$ cat config.mk
export PLATFORM = sky130hd
export DESIGN_NAME = vrd_ctrl
export DESIGN_NICKNAME = d
export VERILOG_FILES = /design/src/hdl/voxel_round_dedup_assert.svh /design/src/hdl/vrd_pkg.sv /design/src/hdl/vrd_ctrl.sv
export SDC_FILE = /design/constraint.sdc
export NUM_CORES = 1
export LEC_CHECK = 0
export BUFFER_PORTS_ARGS = -buffer_cell sky130_fd_sc_hd__clkbuf_2
export CAP_MARGIN = 25
export CELL_PAD_IN_SITES_DETAIL_PLACEMENT = 1
export CELL_PAD_IN_SITES_GLOBAL_PLACEMENT = 2
export CORE_AREA = 8 8 45 47
export CTS_CLUSTER_SIZE = 10
export DETAILED_ROUTE_END_ITERATION = 8
export DIE_AREA = 0 0 53 55
export PLACE_DENSITY_LB_ADDON = 0.1
export SLEW_MARGIN = 20
export SYNTH_ARGS = -nofsm -noshare
export SYNTH_HDL_FRONTEND = slang
export SYNTH_SLANG_ARGS = --single-unit
export TNS_END_PERCENT = 10
$ cat constraint.sdc
create_clock -name clock -period 0.9 [get_ports clock]
set_input_delay 0.18 -clock clock [delete_from_list [all_inputs] [get_ports clock]]
set_output_delay 0.18 -clock clock [all_outputs]
set_load 0.01 [all_outputs]
$ cat src/hdl/voxel_round_dedup_assert.svh
// Assertion macros used by voxel_round_dedup to check itself.
`ifndef VOXEL_ROUND_DEDUP_ASSERT_SVH
`define VOXEL_ROUND_DEDUP_ASSERT_SVH

// The consequent must hold in the same cycle as the antecedent.
`define VRD_ASSERT_SAME(label, clk, rst, ante, cons) \
   label: assert property (@(posedge clk) disable iff (rst) (ante) |-> (cons)) \
      else $error("voxel_round_dedup: same-cycle check failed");

// The consequent must hold in the cycle after the antecedent.
`define VRD_ASSERT_NEXT(label, clk, rst, ante, cons) \
   label: assert property (@(posedge clk) disable iff (rst) (ante) |=> (cons)) \
      else $error("voxel_round_dedup: next-cycle check failed");

`endif

$ cat src/hdl/vrd_pkg.sv
`default_nettype none

package vrd_pkg;

   localparam int COORD_IN_W  = 24;
   localparam int COORD_OUT_W = 16;
   localparam int COUNT_OUT_W = 9;

   localparam logic CMD_POINT = 1'b0;
   localparam logic CMD_EOF   = 1'b1;

   localparam logic KIND_POINT   = 1'b0;
   localparam logic KIND_SUMMARY = 1'b1;

   typedef enum logic [1:0] {
      S_IDLE,
      S_SCAN,
      S_APPEND,
      S_SUMMARY
   } state_type;

   typedef struct packed {
      logic load_pt;
      logic rd;
      logic append;
      logic set_flag;
      logic load_sum;
   } ctrl_cmd_type;

   typedef struct packed {
      logic idx_lt_cnt;
      logic match;
      logic full;
      logic out_free;
   } ctrl_status_type;

endpackage

`default_nettype wire

$ cat src/hdl/vrd_ctrl.sv
`default_nettype none

module vrd_ctrl (
   input  wire logic                     clock,
   input  wire logic                     reset,
   input  wire logic                     req_tvalid,
   input  wire logic                     req_cmd,
   output logic                          req_tready,
   input  wire vrd_pkg::ctrl_status_type status,
   output vrd_pkg::ctrl_cmd_type         cmd
);
   import vrd_pkg::*;

   state_type state_ff;
   state_type state_in;

   always_ff @(posedge clock) begin
      if (reset) begin
         state_ff <= S_IDLE;
      end else begin
         state_ff <= state_in;
      end
   end

   always_comb begin
      state_in   = state_ff;
      cmd        = '0;
      req_tready = 1'b0;
      unique case (state_ff)
         S_IDLE: begin
            req_tready = 1'b1;
            if (req_tvalid) begin
               if (req_cmd == CMD_EOF) begin
                  state_in = S_SUMMARY;
               end else begin
                  cmd.load_pt = 1'b1;
                  state_in    = S_SCAN;
               end
            end
         end
         S_SCAN: begin
            if (status.match) begin
               state_in = S_IDLE;
            end else if (status.idx_lt_cnt) begin
               cmd.rd = 1'b1;
            end else if (status.full) begin
               cmd.set_flag = 1'b1;
               state_in     = S_IDLE;
            end else begin
               state_in = S_APPEND;
            end
         end
         S_APPEND: begin
            if (status.out_free) begin
               cmd.append = 1'b1;
               state_in   = S_IDLE;
            end
         end
         S_SUMMARY: begin
            if (status.out_free) begin
               cmd.load_sum = 1'b1;
               state_in     = S_IDLE;
            end
         end
         default: begin
            state_in = S_IDLE;
         end
      endcase
   end

endmodule

`default_nettype wire

-- Word level (Yosys, flattened, before mapping)
Cells that the tools add are included.
Widths: inputs -> output; s select.
- reductions and logical operators: 3
- equal/unequal tests: 6
- multiplexer cells: 21
- operators by type and width (cell ; count):
    $mux 1 ; 14
    $mux 2 ; 6
    $pmux 2 s3 ; 1
    $eq 2x2->1 const B ; 2
    $ne 3x3->1 const B ; 1
    $reduce_and 3->1 ; 1
    $eq 2x1->1 const B ; 1
    $logic_not 2->1 ; 1
    $ne 2x1->1 const B ; 1
    $ne 2x2->1 const B ; 1
    $reduce_or 2->1 ; 1
- flip-flop bits (word level): 2
- input port bits: 8
- output and inout port bits: 6
- logic and storage cells: 31

-- Logic depth before layout (Yosys ltp)
- word-level depth: 4
- mapped depth: 3
- gate-level depth less buffers: 2

-- Least setup slack after synthesis
Ideal clock, no wire load.
- kind: register to output
- start: reg state_ff[0]
- end: out cmd[1] in the netlist's numbering
- buffers on the path: 1
- arrival time: 941 ps
- setup slack: -221 ps
- cell stages (with the launch flop): 4
- required time: 720 ps
- cell sequence: dfxtp_1 -> buf_6 -> nand2b_1 -> nor4b_1
- RTL lines (what ; line ; RTL):
    start, declared ; vrd_ctrl.sv:14 ; state_type state_ff;
    start signal, assigned ; vrd_ctrl.sv:21 ; state_ff <= state_in;
    end, declared ; vrd_ctrl.sv:10 ; output vrd_pkg::ctrl_cmd_type cmd

==> summary.txt <==
==================================================================================
Total cell area at the placement stage                                   307 sq um
Reg-to-reg slack, setup                                                   -0.28 ns
Failing checks                                                        setup timing
Starting Density                                                             12.9%
Global-route wire length before repair                                     1.11 mm
Largest registers                                                     state_ff: 2 flops
Final core utilization                                                       28.3%
Most frequent cells after synthesis                                   3 x sky130_fd_sc_hd__nor4b_1, 2 x sky130_fd_sc_hd__buf_6, 2 x sky130_fd_sc_hd__dfxtp_1, 2 x sky130_fd_sc_hd__nor2_1
IO Count                                                                        14
Yosys reg bits                                                                   2
Cells on Worst Hold Path                                                         3
Routed Antenna Nets                                                              0
Area share of the largest cell type after synthesis                          22.4%
Nature of the critical path endpoint                                  primary output
Capture point of the worst reg-to-reg path                            state_ff[0]$_SDFFE_PP0P_
Worst IR Drop VDD                                                         0.456 mV
Setup-failing EPs final                                                          8
Pwr/cell area                                                         1180 nW/um^2
Share of final-layout standard cells stronger than drive strength 1          81.0%
Start of the worst register-to-register path                          state_ff[0]$_SDFFE_PP0P_
Hold_sp                                                                      reset
Worst setup margin                                                       -0.386 ns
TritonCTS clock tree                                                         built
Routed via count divided by cell count                                        4.26
Summed instance area of the synthesized netlist                          179 sq um
Count of unique library cells instantiated by Yosys                             14
Average wire length per cell after detail routing                          12.0 um
CTS Buffer Depth                                                                 2
Post-layout instance area                                                392 sq um
Die Span Y                                                                   55 um
Leakage dissipation                                                       0.201 nW
Standard-cell rows                                                              14
Synth Flop Type                                                       sky130_fd_sc_hd__dfxtp_1
Clock transition at the registers of the reported paths                    0.03 ns
Met2 Wirelength                                                             303 um
Count of hold buffers inserted by post-cts repair                                0
Relative max-transition margin                                               81.6%
Number of iterations in the first detailed-routing pass                          3
Clock latency of the later-clocked register in the worst-skew pair         0.22 ns
Wirelength, routed                                                          695 um
Register bank with the most flops                                         state_ff
Gate Count Post-Synth                                                           19
Layout overhead on the synthesized area                                       119%
Clock root buffer master                                              sky130_fd_sc_hd__clkbuf_4
Die ar.                                                                 2920 sq um
Number of antenna violations at the first check in global routing                0
Via total after detailed routing                                               247
Outcome                                                               finished with violations
Most numerous cell in the Yosys netlist                               sky130_fd_sc_hd__nor4b_1
Max-slew violation total from the final report                                   0
Worst Setup Path Type                                                 flip-flop to primary output
Final count of hold timing violations                                            0
Core region area                                                        1380 sq um
Minimum clock period after layout                                          1.29 ns
CP max FO                                                                        6
Post-route met1 wirelength                                                  274 um
Placer's final routability congestion estimate                               0.663
Hold EP                                                               state_ff[0]$_SDFFE_PP0P_
Number of buffers added by the clock tree synthesis step                         3
Avg Synthesized Cell Area                                               9.42 sq um
Measured slew at the worst slew-check pin                                 0.273 ns
Synth async-reset ratio                                                         0%
Dominant cell type by area after synthesis                            sky130_fd_sc_hd__dfxtp_1
Initial drt markers                                                              3
Count of antenna diodes in the layout                                            0
GR Overflow Total                                                                0
Synthesized netlist net count                                                   27
Max FFs per register                                                             2
GRT Total Usage                                                              5.24%
Num Clock Sinks                                                                  2
Leading post-synthesis cells by cell area                             sky130_fd_sc_hd__dfxtp_1 22%, sky130_fd_sc_hd__nor4b_1 15%, sky130_fd_sc_hd__buf_6 13%, sky130_fd_sc_hd__and4bb_4 9.1%, sky130_fd_sc_hd__and3b_2 5.6%
Final net count                                                                 52
Unrepaired setup endpoints after global routing                                yes
Arrival time of data at the critical path endpoint                         1.11 ns
Maximum number of pins on one net before global-route repair                     8
Worst endpoint required time                                               0.72 ns
H-Tree Depth                                                                     1
Final clock skew                                                        0.00421 ns
Tightest Hold Check Type                                              input pin to flip-flop
EDFF count, synth                                                                0
Routed length on met3                                                       100 um
Peak Freq                                                                0.778 GHz
Post-DP HPWL                                                                557 um
Fraction of the cycle the final worst path needs                              143%
Vias in the first global route                                                 270
Count of maximum capacitance violations                                          0
Top layer in use                                                              met4
Worst R2R Path Depth                                                             4
Number of port buffers                                                          13
Share of the yosys chip area belonging to registers                          22.4%
Element type at the critical path start                                  flip-flop
Yosys warnings                                                                   0
Post-route DRC                                                                   0
Die boundary width                                                           53 um
==================================================================================
through the flow:
stage / setup WS [ns] / power [mW] / TNS, ns / hold WS, ns / std cells
after floorplan: -0.115 / 0.170 / -0.334 / 0.343 / 19
after global routing: -0.435 / 0.494 / -2.75 / 0.226 / 58
final: -0.386 / 0.460 / -2.36 / 0.213 / 58
after detailed placement: -0.229 / 0.230 / -1.17 / 0.453 / 53
after global placement: -0.201 / 0.229 / -1.07 / 0.447 / 53
after CTS: -0.404 / 0.448 / -2.12 / 0.211 / 57
worst max path at each step:
stage | endpoint | cells past startpoint | from | slack, ns
after floorplan | state_ff[0]$_SDFFE_PP0P_ | 3 | state_ff[1]$_SDFFE_PP0P_ | -0.12
after global placement | cmd[1] | 3 | state_ff[1]$_SDFFE_PP0P_ | -0.20
after detailed placement | cmd[1] | 3 | state_ff[0]$_SDFFE_PP0P_ | -0.23
after CTS | cmd[4] | 3 | state_ff[1]$_SDFFE_PP0P_ | -0.40
after global routing | cmd[4] | 3 | state_ff[0]$_SDFFE_PP0P_ | -0.44
final | cmd[0] | 4 | state_ff[0]$_SDFFE_PP0P_ | -0.39
cells in the final DEF, fill, tap and decap left out, drive strengths merged:
master / n
clkbuf: 11
and3b: 2
nand2: 1
nor3b: 1
o311a: 1
inv: 1
and3: 1
buf: 14
nand2b: 1
nor4b: 3
dfxtp: 2
and4bb: 1
nor2: 2
o31a: 1
area by class of cell:
cell class	count	area (sq um)
Fill cell	172	992
Sequential cell	2	47.5
Inverter	1	3.75
Multi-Input combinational cell	14	148
Clock buffer	3	22.5
Tap cell	16	20.0
Timing Repair Buffer	22	150
cell families (layout without fill, tap and decap cells):
kind of cell / count (synthesis) / in the layout / synth area share, %
AND/OR/NAND/NOR: 12 / 12 / 52.5
AO/OA/AOI/OAI: 2 / 2 / 10.5
flip-flops: 2 / 2 / 22.4
buffers and inverters: 3 / 26 / 14.7
metal layers:
layer  up-vias  GRT usage (%)
li1        117              -
met1       112           5.00
met2        16           7.81
met3         2           2.94
met4         0           5.17
met5         -              0
where the power goes:
group          leakage, nW  switching [mW]  internal [mW]  total [mW]
sequential          0.0178          0.0130         0.0972       0.110
combinational        0.170          0.0585         0.0949       0.153
clock               0.0138          0.0499          0.147       0.197
total                0.201           0.121          0.339       0.460
worst max-delay path, stage by stage, from the launching register on:
cell and delay [ns]:
sky130_fd_sc_hd__dfxtp_4 0.35, sky130_fd_sc_hd__buf_4 0.14, sky130_fd_sc_hd__buf_6 0.11, sky130_fd_sc_hd__and3_2 0.16, sky130_fd_sc_hd__clkbuf_2 0.12
repair_timing:
action | 4_1_cts | 5_1_grt
setup buffers | 1 | 1
setup endpoints to repair | 8 | 8
pin swaps | 2 | 1
resized for setup | 6 | 11
(Power assumes the default switching activity.)
